## config.mk

```make
export PLATFORM = sky130hd
export DESIGN_NAME = pid_with_active_zone_and_deadband
export DESIGN_NICKNAME = d
export VERILOG_FILES = /design/src/sv/pidaz_pkg.sv /design/src/sv/pid_with_active_zone_and_deadband.sv
export SDC_FILE = /design/constraint.sdc
export NUM_CORES = 2
export LEC_CHECK = 0
export BUFFER_PORTS_ARGS = -buffer_cell sky130_fd_sc_hd__buf_2
export CAP_MARGIN = 25
export CORE_MARGIN = 5
export CORE_UTILIZATION = 60
export DETAILED_ROUTE_END_ITERATION = 10
export MAX_ROUTING_LAYER = met4
export PLACE_DENSITY_LB_ADDON = 0.05
export RECOVER_POWER = 50
export SYNTH_ARGS = -nofsm -noshare
export SYNTH_HDL_FRONTEND = slang
export SYNTH_SLANG_ARGS = --single-unit
```

## constraint.sdc

```tcl
create_clock -name clk -period 19.4 [get_ports clk]
set_input_delay 3.88 -clock clk [delete_from_list [all_inputs] [get_ports clk]]
set_output_delay 3.88 -clock clk [all_outputs]
set_load 0.02 [all_outputs]
```

## src/sv/pidaz_pkg.sv

```systemverilog
`timescale 1ns / 1ps
// Shared types and constants for the PID controller with active zone and deadband.
// No dependencies; imported by the top level and by the bench.
package pidaz_pkg;

  localparam int VALUE_WIDTH_DEF = 24;   // default width of setpoint, measured and drive

  localparam int GAIN_W = 16;            // signed Q8.8 gains
  localparam int LP_W   = 8;             // loop period in ms
  localparam int AZ_W   = 24;            // active zone
  localparam int CAP_W  = 31;            // integral clamp
  localparam int DZ_W   = 16;            // deadband
  localparam int INT_W  = 32;            // integral store, |integral| <= 2^31-1
  localparam int CFG_W  = 31;            // widest register
  localparam int IDX_W  = 3;

  localparam logic [LP_W-1:0] LP_RESET = 8'd20;

  typedef enum logic [IDX_W-1:0] {
    REG_ENABLE       = 3'd0,
    REG_GAIN_P       = 3'd1,
    REG_GAIN_I       = 3'd2,
    REG_GAIN_D       = 3'd3,
    REG_LOOP_PERIOD  = 3'd4,
    REG_ACTIVE_ZONE  = 3'd5,
    REG_INTEGRAL_CAP = 3'd6,
    REG_DEAD_ZONE    = 3'd7
  } cfg_idx_t;

  typedef enum logic [3:0] {
    S_IDLE,
    S_DIFF,
    S_ELP,
    S_GAIN,
    S_INTADD,
    S_INTCLAMP,
    S_ILP,
    S_SUM1,
    S_SUM2,
    S_ABS,
    S_ROUND,
    S_DIV,
    S_FIN,
    S_DONE
  } state_t;

endpackage

```

## src/sv/pid_with_active_zone_and_deadband.sv

```systemverilog
`timescale 1ns / 1ps
// PID controller with integral active zone, integral clamp and output deadband.
// Bit-serial multipliers and divider under one sequencer; uses pidaz_pkg.
//
//   channel  ports                           transfer when
//   -------  ------------------------------  --------------------------
//   input    in_valid/in_ready, in_setpoint,  in_valid & in_ready
//            in_measured
//   result   out_valid/out_ready, out_drive   out_valid & out_ready
//   config   cfg_we, cfg_index, cfg_wdata     cfg_we (no wait, no read-back)
//
// Flow: one item at a time; the next input is taken only once the result
// has gone to the output register. The serial divider makes one quotient
// bit a cycle over NQ bits, NQ = max(W+25,40)-5 for W = VALUE_WIDTH.
// Disabled items skip the datapath and give a drive of 0.
// Reset: synchronous, active low; clears registers, integral and last error.
// Stalls: a finished result waits in the output register; the next item is
// taken meanwhile, and only the final hand-over step waits on out_ready.
module pid_with_active_zone_and_deadband
  import pidaz_pkg::*;
#(
  parameter int VALUE_WIDTH = VALUE_WIDTH_DEF
) (
  input  logic                          clk,
  input  logic                          rst_n,
  input  logic                          in_valid,
  output logic                          in_ready,
  input  logic signed [VALUE_WIDTH-1:0] in_setpoint,
  input  logic signed [VALUE_WIDTH-1:0] in_measured,
  output logic                          out_valid,
  input  logic                          out_ready,
  output logic signed [VALUE_WIDTH-1:0] out_drive,
  input  logic                          cfg_we,
  input  logic [IDX_W-1:0]              cfg_index,
  input  logic [CFG_W-1:0]              cfg_wdata
);

  // Datapath widths, all following VALUE_WIDTH but ILW.
  localparam int EW    = VALUE_WIDTH + 1;           // error
  localparam int DW    = VALUE_WIDTH + 2;           // error difference
  localparam int ELW   = EW + LP_W;                 // error * loop period
  localparam int PW    = ELW + GAIN_W;              // gain * error * loop period
  localparam int PDW   = DW + GAIN_W;               // gain_d * error difference
  localparam int ISW   = PW + 1;                    // integral before clamping
  localparam int ILW   = INT_W + LP_W;              // integral * loop period
  localparam int NW    = ((PW > ILW) ? PW : ILW) + 2; // numerator over 256*lp
  localparam int NQ    = NW - 7;                    // dividend after the /256 step
  localparam int AZC_W = (EW > AZ_W) ? EW : AZ_W;
  localparam int CNT_W = $clog2(NQ);

  localparam logic [NQ-1:0] HI_MAG = NQ'((64'd1 << (VALUE_WIDTH - 1)) - 64'd1);
  localparam logic [NQ-1:0] LO_MAG = NQ'(64'd1 << (VALUE_WIDTH - 1));

  // Configuration registers
  logic                     enable_r;
  logic signed [GAIN_W-1:0] gain_p_r;
  logic signed [GAIN_W-1:0] gain_i_r;
  logic signed [GAIN_W-1:0] gain_d_r;
  logic [LP_W-1:0]          loop_period_r;
  logic [AZ_W-1:0]          active_zone_r;
  logic [CAP_W-1:0]         integral_cap_r;
  logic [DZ_W-1:0]          dead_zone_r;

  // Sequencer
  state_t           state_r, state_nxt;
  logic [CNT_W-1:0] cnt_r;
  logic             out_load;

  // Controller state
  logic signed [EW-1:0]    last_err_r;
  logic signed [INT_W-1:0] integral_r;

  // Working registers
  logic signed [EW-1:0]    err_r;
  logic signed [DW-1:0]    ediff_r;
  logic [EW-1:0]           err_abs_r;
  logic                    in_zone_r;
  logic [LP_W-1:0]         lp_sh_r;
  logic [GAIN_W-1:0]       gi_sh_r;
  logic [GAIN_W-1:0]       gp_sh_r;
  logic [GAIN_W-1:0]       gd_sh_r;
  logic signed [ELW-1:0]   elp_r;
  logic signed [PW-1:0]    pi_r;
  logic signed [PW-1:0]    pp_r;
  logic signed [PDW-1:0]   pd_r;
  logic signed [ISW-1:0]   isum_r;
  logic signed [ILW-1:0]   ilp_r;
  logic signed [NW-1:0]    sum_r;
  logic [NW-1:0]           mag_r;
  logic                    neg_r;
  logic [NQ-1:0]           dq_r;
  logic [LP_W-1:0]         rem_r;
  logic [VALUE_WIDTH-1:0]  res_r;
  logic                    out_valid_r;
  logic [VALUE_WIDTH-1:0]  out_drive_r;

  // Combinational datapath terms
  logic [LP_W-1:0]         lp_eff;
  logic                    gain_first;
  logic signed [PW-1:0]    elp_ext;
  logic signed [PW-1:0]    pi_add;
  logic signed [PW-1:0]    pp_add;
  logic signed [PDW-1:0]   ed_ext;
  logic signed [PDW-1:0]   pd_add;
  logic signed [ISW-1:0]   cap_s;
  logic signed [ISW-1:0]   cap_neg_s;
  logic [NW:0]             rnd_sum;
  logic [LP_W:0]           div_trial;
  logic                    div_ge;
  logic [VALUE_WIDTH-1:0]  fin_val;

  //--------------------------------------------------------------------------
  // Configuration writes; every index of the 3-bit port maps to a register.
  //--------------------------------------------------------------------------
  always_ff @(posedge clk) begin
    if (!rst_n) begin
      enable_r       <= 1'b0;
      gain_p_r       <= '0;
      gain_i_r       <= '0;
      gain_d_r       <= '0;
      loop_period_r  <= LP_RESET;
      active_zone_r  <= '0;
      integral_cap_r <= '0;
      dead_zone_r    <= '0;
    end else if (cfg_we) begin
      case (cfg_idx_t'(cfg_index))
        REG_ENABLE:       enable_r       <= cfg_wdata[0];
        REG_GAIN_P:       gain_p_r       <= cfg_wdata[GAIN_W-1:0];
        REG_GAIN_I:       gain_i_r       <= cfg_wdata[GAIN_W-1:0];
        REG_GAIN_D:       gain_d_r       <= cfg_wdata[GAIN_W-1:0];
        REG_LOOP_PERIOD:  loop_period_r  <= cfg_wdata[LP_W-1:0];
        REG_ACTIVE_ZONE:  active_zone_r  <= cfg_wdata[AZ_W-1:0];
        REG_INTEGRAL_CAP: integral_cap_r <= cfg_wdata[CAP_W-1:0];
        REG_DEAD_ZONE:    dead_zone_r    <= cfg_wdata[DZ_W-1:0];
        default: ;
      endcase
    end
  end

  // A loop period of zero behaves as one.
  assign lp_eff = (loop_period_r == '0) ? LP_W'(1) : loop_period_r;

  //--------------------------------------------------------------------------
  // Next state
  //--------------------------------------------------------------------------
  always_comb begin
    state_nxt = state_r;
    case (state_r)
      S_IDLE: begin
        if (in_valid) begin
          state_nxt = enable_r ? S_DIFF : S_DONE;   // disabled: drive 0 at once
        end
      end
      S_DIFF:     state_nxt = S_ELP;
      S_ELP:      if (cnt_r == '0) state_nxt = S_GAIN;
      S_GAIN:     if (cnt_r == '0) state_nxt = S_INTADD;
      S_INTADD:   state_nxt = S_INTCLAMP;
      S_INTCLAMP: state_nxt = S_ILP;
      S_ILP:      if (cnt_r == '0) state_nxt = S_SUM1;
      S_SUM1:     state_nxt = S_SUM2;
      S_SUM2:     state_nxt = S_ABS;
      S_ABS:      state_nxt = S_ROUND;
      S_ROUND:    state_nxt = S_DIV;
      S_DIV:      if (cnt_r == '0) state_nxt = S_FIN;
      S_FIN:      state_nxt = S_DONE;
      S_DONE:     if (out_load) state_nxt = S_IDLE;
      default:    state_nxt = S_IDLE;
    endcase
  end

  //--------------------------------------------------------------------------
  // Sequencer outputs: take an item only when idle; hand the result over as
  // soon as the output register is free or being emptied.
  //--------------------------------------------------------------------------
  always_comb begin
    in_ready = (state_r == S_IDLE);
    out_load = (state_r == S_DONE) && (!out_valid_r || out_ready);
  end

  always_ff @(posedge clk) begin
    if (!rst_n) begin
      state_r     <= S_IDLE;
      cnt_r       <= '0;
      out_valid_r <= 1'b0;
    end else begin
      state_r <= state_nxt;
      // Reload the step counter on entry to each serial phase, else count down.
      case (state_r)
        S_DIFF:     cnt_r <= CNT_W'(LP_W - 1);
        S_ELP:      cnt_r <= (cnt_r == '0) ? CNT_W'(GAIN_W - 1) : cnt_r - CNT_W'(1);
        S_GAIN:     cnt_r <= (cnt_r == '0) ? '0 : cnt_r - CNT_W'(1);
        S_INTCLAMP: cnt_r <= CNT_W'(LP_W - 1);
        S_ILP:      cnt_r <= (cnt_r == '0) ? '0 : cnt_r - CNT_W'(1);
        S_ROUND:    cnt_r <= CNT_W'(NQ - 1);
        S_DIV:      cnt_r <= (cnt_r == '0) ? '0 : cnt_r - CNT_W'(1);
        default:    cnt_r <= cnt_r;
      endcase
      if (out_load) begin
        out_valid_r <= 1'b1;
      end else if (out_ready) begin
        out_valid_r <= 1'b0;
      end
    end
  end

  always_ff @(posedge clk) begin
    if (out_load) begin
      out_drive_r <= res_r;
    end
  end

  assign out_valid = out_valid_r;
  assign out_drive = out_drive_r;

  //--------------------------------------------------------------------------
  // Serial multiplier lanes. Gains go MSB first (Horner form); the sign bit
  // of a Q8.8 gain weighs negative, so its partial product is subtracted.
  //--------------------------------------------------------------------------
  always_comb begin
    gain_first = (cnt_r == CNT_W'(GAIN_W - 1));
    elp_ext    = PW'(elp_r);
    ed_ext     = PDW'(ediff_r);
    pi_add = gi_sh_r[GAIN_W-1] ? (gain_first ? -elp_ext : elp_ext) : '0;
    pp_add = gp_sh_r[GAIN_W-1] ? (gain_first ? -elp_ext : elp_ext) : '0;
    pd_add = gd_sh_r[GAIN_W-1] ? (gain_first ? -ed_ext : ed_ext) : '0;
  end

  assign cap_s     = ISW'($signed({1'b0, integral_cap_r}));
  assign cap_neg_s = -cap_s;

  // Round half away from zero: floor((|num| + 128*lp) / 256) / lp, the /256
  // being a plain bit drop.
  assign rnd_sum = {1'b0, mag_r} + ((NW + 1)'(lp_eff) << 7);

  // Restoring divider step: one quotient bit per cycle, remainder below lp.
  assign div_trial = {rem_r, dq_r[NQ-1]};
  assign div_ge    = (div_trial >= {1'b0, lp_eff});

  // Deadband on the rounded magnitude, then saturate and apply the sign.
  always_comb begin
    if (dq_r < NQ'(dead_zone_r)) begin
      fin_val = '0;
    end else if (!neg_r) begin
      fin_val = (dq_r > HI_MAG) ? HI_MAG[VALUE_WIDTH-1:0] : dq_r[VALUE_WIDTH-1:0];
    end else begin
      fin_val = (dq_r > LO_MAG) ? LO_MAG[VALUE_WIDTH-1:0] : -dq_r[VALUE_WIDTH-1:0];
    end
  end

  //--------------------------------------------------------------------------
  // Controller state: last error advances once per enabled item; the integral
  // is replaced by its clamped update. Both hold while disabled.
  //--------------------------------------------------------------------------
  always_ff @(posedge clk) begin
    if (!rst_n) begin
      last_err_r <= '0;
      integral_r <= '0;
    end else begin
      if (state_r == S_DIFF) begin
        last_err_r <= err_r;
      end
      if (state_r == S_INTCLAMP) begin
        if (isum_r > cap_s) begin
          integral_r <= INT_W'(cap_s);
        end else if (isum_r < cap_neg_s) begin
          integral_r <= INT_W'(cap_neg_s);
        end else begin
          integral_r <= INT_W'(isum_r);
        end
      end
    end
  end

  //--------------------------------------------------------------------------
  // Working datapath
  //--------------------------------------------------------------------------
  always_ff @(posedge clk) begin
    case (state_r)
      S_IDLE: begin
        if (in_valid) begin
          err_r <= EW'(in_setpoint) - EW'(in_measured);
          res_r <= '0;
        end
      end
      S_DIFF: begin
        ediff_r   <= DW'(err_r) - DW'(last_err_r);
        err_abs_r <= err_r[EW-1] ? $unsigned(-err_r) : $unsigned(err_r);
        elp_r     <= '0;
        lp_sh_r   <= lp_eff;
      end
      S_ELP: begin
        elp_r   <= (elp_r <<< 1) + (lp_sh_r[LP_W-1] ? ELW'(err_r) : '0);
        lp_sh_r <= lp_sh_r << 1;
        if (cnt_r == '0) begin
          in_zone_r <= (AZC_W'(err_abs_r) <= AZC_W'(active_zone_r));
          gi_sh_r   <= gain_i_r;
          gp_sh_r   <= gain_p_r;
          gd_sh_r   <= gain_d_r;
          pi_r      <= '0;
          pp_r      <= '0;
          pd_r      <= '0;
        end
      end
      S_GAIN: begin
        pi_r    <= (pi_r <<< 1) + pi_add;
        pp_r    <= (pp_r <<< 1) + pp_add;
        pd_r    <= (pd_r <<< 1) + pd_add;
        gi_sh_r <= gi_sh_r << 1;
        gp_sh_r <= gp_sh_r << 1;
        gd_sh_r <= gd_sh_r << 1;
      end
      S_INTADD: begin
        // Outside the active zone the integral drops to zero.
        isum_r <= in_zone_r ? (ISW'(integral_r) + ISW'(pi_r)) : '0;
      end
      S_INTCLAMP: begin
        ilp_r   <= '0;
        lp_sh_r <= lp_eff;
      end
      S_ILP: begin
        ilp_r   <= (ilp_r <<< 1) + (lp_sh_r[LP_W-1] ? ILW'(integral_r) : '0);
        lp_sh_r <= lp_sh_r << 1;
      end
      S_SUM1: begin
        sum_r <= NW'(pp_r) + NW'(pd_r);
      end
      S_SUM2: begin
        sum_r <= sum_r + NW'(ilp_r);
      end
      S_ABS: begin
        neg_r <= sum_r[NW-1];
        mag_r <= sum_r[NW-1] ? $unsigned(-sum_r) : $unsigned(sum_r);
      end
      S_ROUND: begin
        dq_r  <= rnd_sum[NW:8];
        rem_r <= '0;
      end
      S_DIV: begin
        rem_r <= div_ge ? LP_W'(div_trial - {1'b0, lp_eff}) : div_trial[LP_W-1:0];
        dq_r  <= {dq_r[NQ-2:0], div_ge};
      end
      S_FIN: begin
        res_r <= fin_val;
      end
      default: ;
    endcase
  end

endmodule

```

# Word-level counts from Yosys, hierarchy flattened
# Index checks and enable logic that the tools add are counted.
# totals
elab_cells	170
output_inout_bits	26
in_bits	87
register_bits	795
# op_classes
magnitude_cmp	7
n_reduce_logical	32
n_mux	49
n_addsub	19
eq_ne	27
# ops
cell	n
two-way mux 49 bit	4
one-hot mux 49 bit (2 select lines)	2
two-way mux 24 bit	6
two-way mux 42 bit	3
one-hot mux 51 bit (2 select lines)	1
adder 49 bit	2
one-hot mux 16 bit (2 select lines)	3
one-hot mux 44 bit (2 select lines)	1
one-hot mux 42 bit (2 select lines)	1
one-hot mux 40 bit (2 select lines)	1
one-hot mux 33 bit (2 select lines)	1
two-way mux 32 bit	2
one-hot mux 4 bit (14 select lines)	1
adder 51 x 15 -> 52 bit	1
adder 51 x 40 -> 51 bit	1
negator 51 bit	1
adder 32 x 49 -> 50 bit	1
adder 49 x 42 -> 50 bit	1
greater-than comparator 50 x 32 -> 1 bit	1
less-than comparator 50 bit	1
two-way mux 50 bit	1
negator 31 -> 50 bit	1
negator 49 bit	1
two-way mux 16 bit	3
46 further kinds	93

# Depth between registers and ports, before layout
# depth
ltp_word	5
mapped_depth	24
depth_no_buf	23

# Least setup slack after synthesis
# No wires, ideal clock.
# synth_timing
path_type	reg2reg
start	register state_r[0]
end	register gd_sh_r[0], enable pin
path_stages_with_launch	5
setup_time_ns	0.996
required_ns	18.404
synth_period_minus_slack_ns	15.083
path_slack_ns	4.317
t_arrival_ns	14.087
n_path_buf	1
cell_sequence	dfxtp_1 clkbuf_1 nor2_1 nand2_1 o21ai_0
# synth_between
elab_chain_len	3
elab_cells_between_ends	5
classes_between	eq/ne (3); reduce/logical (2)
# synth_lines
item	line_no	text
from (decl)	pid_with_active_zone_and_deadband.sv:65	state_t state_r, state_nxt;
from (signal assigned)	pid_with_active_zone_and_deadband.sv:186	state_r <= state_nxt;
== test 4 x 2 -> 1 bit	pid_with_active_zone_and_deadband.sv:278	case (state_r)
!= test 2 bit (no source line) or nonzero test 2 bit (tied branches)	n/a	
AND reduction 2 bit (no source line) *	n/a	
to (signal assigned)	pid_with_active_zone_and_deadband.sv:298	gd_sh_r <= gain_d_r;
to (signal assigned)	pid_with_active_zone_and_deadband.sv:310	gd_sh_r <= gd_sh_r << 1;
to (decl)	pid_with_active_zone_and_deadband.sv:81	logic [GAIN_W-1:0] gd_sh_r;
# Mark *: on every way between the ends. The rest lies on a longest branch, timed or not.
# A chain may end at the register's enable or synchronous reset.

# Worst setup path in the final report
# layout_timing
start	register state_r[1]
end	register pd_r[26], enable pin
# layout_between
elab_chain_len	3
elab_cells_between_ends	5
classes_between	eq/ne (3); reduce/logical (2)
# layout_lines
item	line_no	text
== test 4 x 2 -> 1 bit	pid_with_active_zone_and_deadband.sv:278	
!= test 2 bit (no source line) or nonzero test 2 bit (tied branches)	n/a	
AND reduction 2 bit (no source line) *	n/a	
to (signal assigned)	pid_with_active_zone_and_deadband.sv:307	pd_r <= (pd_r <<< 1) + pd_add;
to (decl)	pid_with_active_zone_and_deadband.sv:85	logic signed [PDW-1:0] pd_r;
# Marked as above.

==> metrics.md <==
| Metric | Value |
|---|---|
| Status | finished with violations |
| Failing checks | capacitance limit, slew limit |
| Largest family of logic cells by synthesized area | simple AND/OR/NAND/NOR gates |
| RSZ-0062 raised after global routing | false |
| Mapped Cells | 6,420 |
| DR DRC count | 0 |
| Combinational fraction of design power | 0.445 |
| Layout cells sized above 1 | 0.0555 |
| # Post-CTS Setup Buffers | 0 |
| Synth-to-Final Area Change | 8.68% |
| Crit end category | flip-flop |
| Synth Register Bits | 788 |
| Die height | 319 µm |
| Num CTS Buffers | 92 |
| GRT overflow | 0 |
| Post-CTS sizing | 0 |
| Initial antenna violation count | 5 |
| Syn Area/Cell | 8.95 µm² |
| Leak | 0.0250 µW |
| Post-Syn Nets | 7,060 |
| Max-slew headroom | -4.48 |
| Post-Synth Adder-Cell Area | 0.122 |
| Worst Path Arrival | 11.27 ns |
| Max Cap Viol | 19 |
| Sequential share of power | 0.329 |
| Synth Flop Type | edfxtp_1 |
| Mux contribution to synthesized area | 0.00309 |
| Nets | 7,104 |
| Net Sw Frac | 0.397 |
| P_sw | 3290 µW |
| Peak supply drop | 78.4 µV |
| Vias | 47,000 |
| Type of origin of the critical path | flip-flop |
| First-pass GRT wire length | 239 mm |
| Post-CTS Hold Buffers | 0 |
| Distinct cell type count after synthesis | 81 |
| Die X | 319 µm |
| I/O Buffers | 112 |
| Tmin final | 10.96 ns |
| Worst-Margin Slew | 8.22 ns |
| Min-Delay Path Class | flip-flop to flip-flop |
| Drt pass-1 iters | 6 |
| Routed wire length | 153 mm |
| Asr flop ratio synth | 0 |
| Sequential share of the synthesized area | 0.378 |
| Worst EP required | 19.70 ns |
| Sink Count | 788 |
| Final setup fails | 0 |
| Reg2Reg Setup Slack | 8.44 ns |
| Initial DRC count | 4,063 |
| Initial Util | 0.605 |
| Critical path type | flip-flop to flip-flop |
| Total of warnings raised by yosys | 0 |
| GPL Wtd Cong | 1.00 |
| Final count of pins violating max slew | 1,108 |
| Final Hold Fails | 0 |
| Largest net degree at the start of global routing | 135 |
| Core area | 0.0950 mm² |
| Vias in the first global route | 43,400 |
| Final setup TNS | 0 ns |
| H-tree depth | 3 |
| Simple-gate share of the synthesized area | 0.195 |
| Netlist Area Pre-Place | 0.0574 mm² |
| Total power | 8270 µW |
| Clk_skew | 0.0215 ns |
| Antenna Nets Post-Route | 0 |
| GRT Util Overall | 0.299 |
| Hpwl dp | 115 mm |
| Crit share post-route | 0.565 |
| Drt via density | 6.02 |
| Io pins | 113 |
| Critical path peak fanout | 134 |
| Synth Area in Compound Gates | 0.190 |
| XOR/XNOR Fraction of Synth Area | 0.0804 |
| Post-synth EDFFs | 592 |
| Clock latency on the worst-skew pair | 0.68 ns |
| Die area | 0.102 mm² |
| Clock Tree Buf Depth | 3 |
| P per Cell Area | 133 mW/mm² |
| Wire per inst | 19.6 µm |
| Fmax | 91.2 MHz |
| CTS Root Cell | clkbuf_16 |
| Cell-internal power | 4990 µW |
| Clock Pin Slew Worst Setup and Hold Paths | 0.06 ns |
| Core Rows | 113 |
| CTS tree | done |
| Clk pwr share | 0.226 |
state kept, by name (all words and copies together) (netlist names), 26 cells and up:
register        flops
dq_r               44
ediff_r            26
elp_r              33
ilp_r              40
integral_cap_r     31
integral_r         32
isum_r             50
mag_r              44
pd_r               42
pi_r               49
pp_r               49
sum_r              51
synthesized netlist by cell type, types with 10 or more instances:
cell type | instances | share of area
a221o_1 | 11 | 0.0019
o22ai_1 | 10 | 0.0011
a21oi_1 | 487 | 0.042
o21ai_0 | 296 | 0.026
and2_1 | 150 | 0.016
dfxtp_1 | 196 | 0.068
and3_1 | 72 | 0.0078
xor2_1 | 197 | 0.030
edfxtp_1 | 592 | 0.31
o21a_1 | 64 | 0.0084
or4_1 | 16 | 0.0021
fa_1 | 12 | 0.0042
nand4_1 | 88 | 0.0096
nor3_1 | 138 | 0.012
nor2_1 | 598 | 0.039
xnor2_1 | 330 | 0.050
o21bai_1 | 55 | 0.0072
nand3b_1 | 12 | 0.0016
a211o_1 | 15 | 0.0023
nand3_1 | 102 | 0.0089
a2111oi_0 | 12 | 0.0018
and4_1 | 16 | 0.0024
a31o_2 | 12 | 0.0018
o221ai_1 | 31 | 0.0047
nor2b_1 | 142 | 0.015
a221oi_1 | 10 | 0.0015
nand2b_1 | 77 | 0.0084
a21boi_0 | 186 | 0.024
o31a_1 | 12 | 0.0018
a21o_1 | 255 | 0.033
o211ai_1 | 15 | 0.0020
o31ai_1 | 43 | 0.0056
nor3b_1 | 30 | 0.0039
inv_1 | 273 | 0.018
nand2_1 | 767 | 0.050
o41ai_1 | 13 | 0.0020
or2_2 | 29 | 0.0032
nor4_1 | 36 | 0.0039
a31oi_1 | 65 | 0.0071
a211oi_1 | 58 | 0.0076
clkbuf_1 | 213 | 0.014
mux2i_1 | 11 | 0.0019
ha_1 | 541 | 0.12
or3_1 | 52 | 0.0057
power groups by stage:
stage               clock network, µW  registers, µW  logic (µW)
floorplan                           0           2620        2840
global placement                    0           2700        3570
detailed placement                  0           2710        3630
CTS                              1900           2680        3660
global route                     1970           2750        4100
finish                           1870           2720        3680
layout by cell type (no fill, tap or decap), types with 102 or more instances in the layout:
cell,n
nor3_1,134
a21o_1,255
nand3_1,102
and2_1,144
o21ai_0,294
nor2_1,593
dfxtp_1,196
xnor2_1,330
ha_1,541
a21boi_0,186
edfxtp_1,592
a21oi_1,487
nor2b_1,142
nand2_1,767
inv_1,275
buf_2,112
xor2_1,196
final cells by class:
class	instances	area (µm²)
sequential	788	21700
tap	1265	1580
clock inverter	58	691
clock buffer	115	2580
inverter	275	1030
antenna	3	7.51
fill	8058	32600
timing repair buffer	167	908
multi-input combinational	5140	33900
final timing paths:
path                           start                 endpoint  depth (start not counted)
max          state_r[1]$_SDFFE_PN0P_   pd_r[26]$_SDFFCE_PN0P_                          6
min reg2reg  res_r[19]$_SDFFCE_PN0P_  out_drive[19]$_DFFE_PP_                          0
min          res_r[19]$_SDFFCE_PN0P_  out_drive[19]$_DFFE_PP_                          0
max reg2reg  state_r[1]$_SDFFE_PN0P_   pd_r[26]$_SDFFCE_PN0P_                          6
through the flow:
step	setup WS, ns	cells	utilization	hold slack [ns]	cell area [µm²]
finish	8.44	7811	0.657	0.417	62400
global route	7.64	7809	0.657	0.423	62400
CTS	12.61	7803	0.659	0.419	62600
detailed placement	11.90	7630	0.624	0.405	59300
global placement	11.90	7627	0.624	0.401	59300
floorplan	4.32	6420	-	0.400	57400
worst max-delay path: stages (launching register included):
cell and delay, ns:
dfxtp_1 0.83, nor2b_1 0.51, clkbuf_1 0.56, nand2_1 1.25, o21ai_0 0.38, clkbuf_1 5.72, buf_4 1.22
per-layer routing:
metal,wire length (µm),global-route usage,vias up
li1,-,-,23300
met1,71300,0.426,22000
met2,64300,0.437,1492
met3,10700,0.0374,253
met4,6380,0.115,0
met5,0,-,-
cells by family (layout without fill, tap and decap cells):
logic type	Yosys count	after routing
AOI/OAI and AO/OA	1694	1694
xor gates and xnor gates	527	527
adders and majority gates	553	553
buffers and inverters	492	615
DFF	788	788
muxes	17	17
other	0	3
and+or+nand+nor	2349	2349
Power figures use the tool's default switching activity.
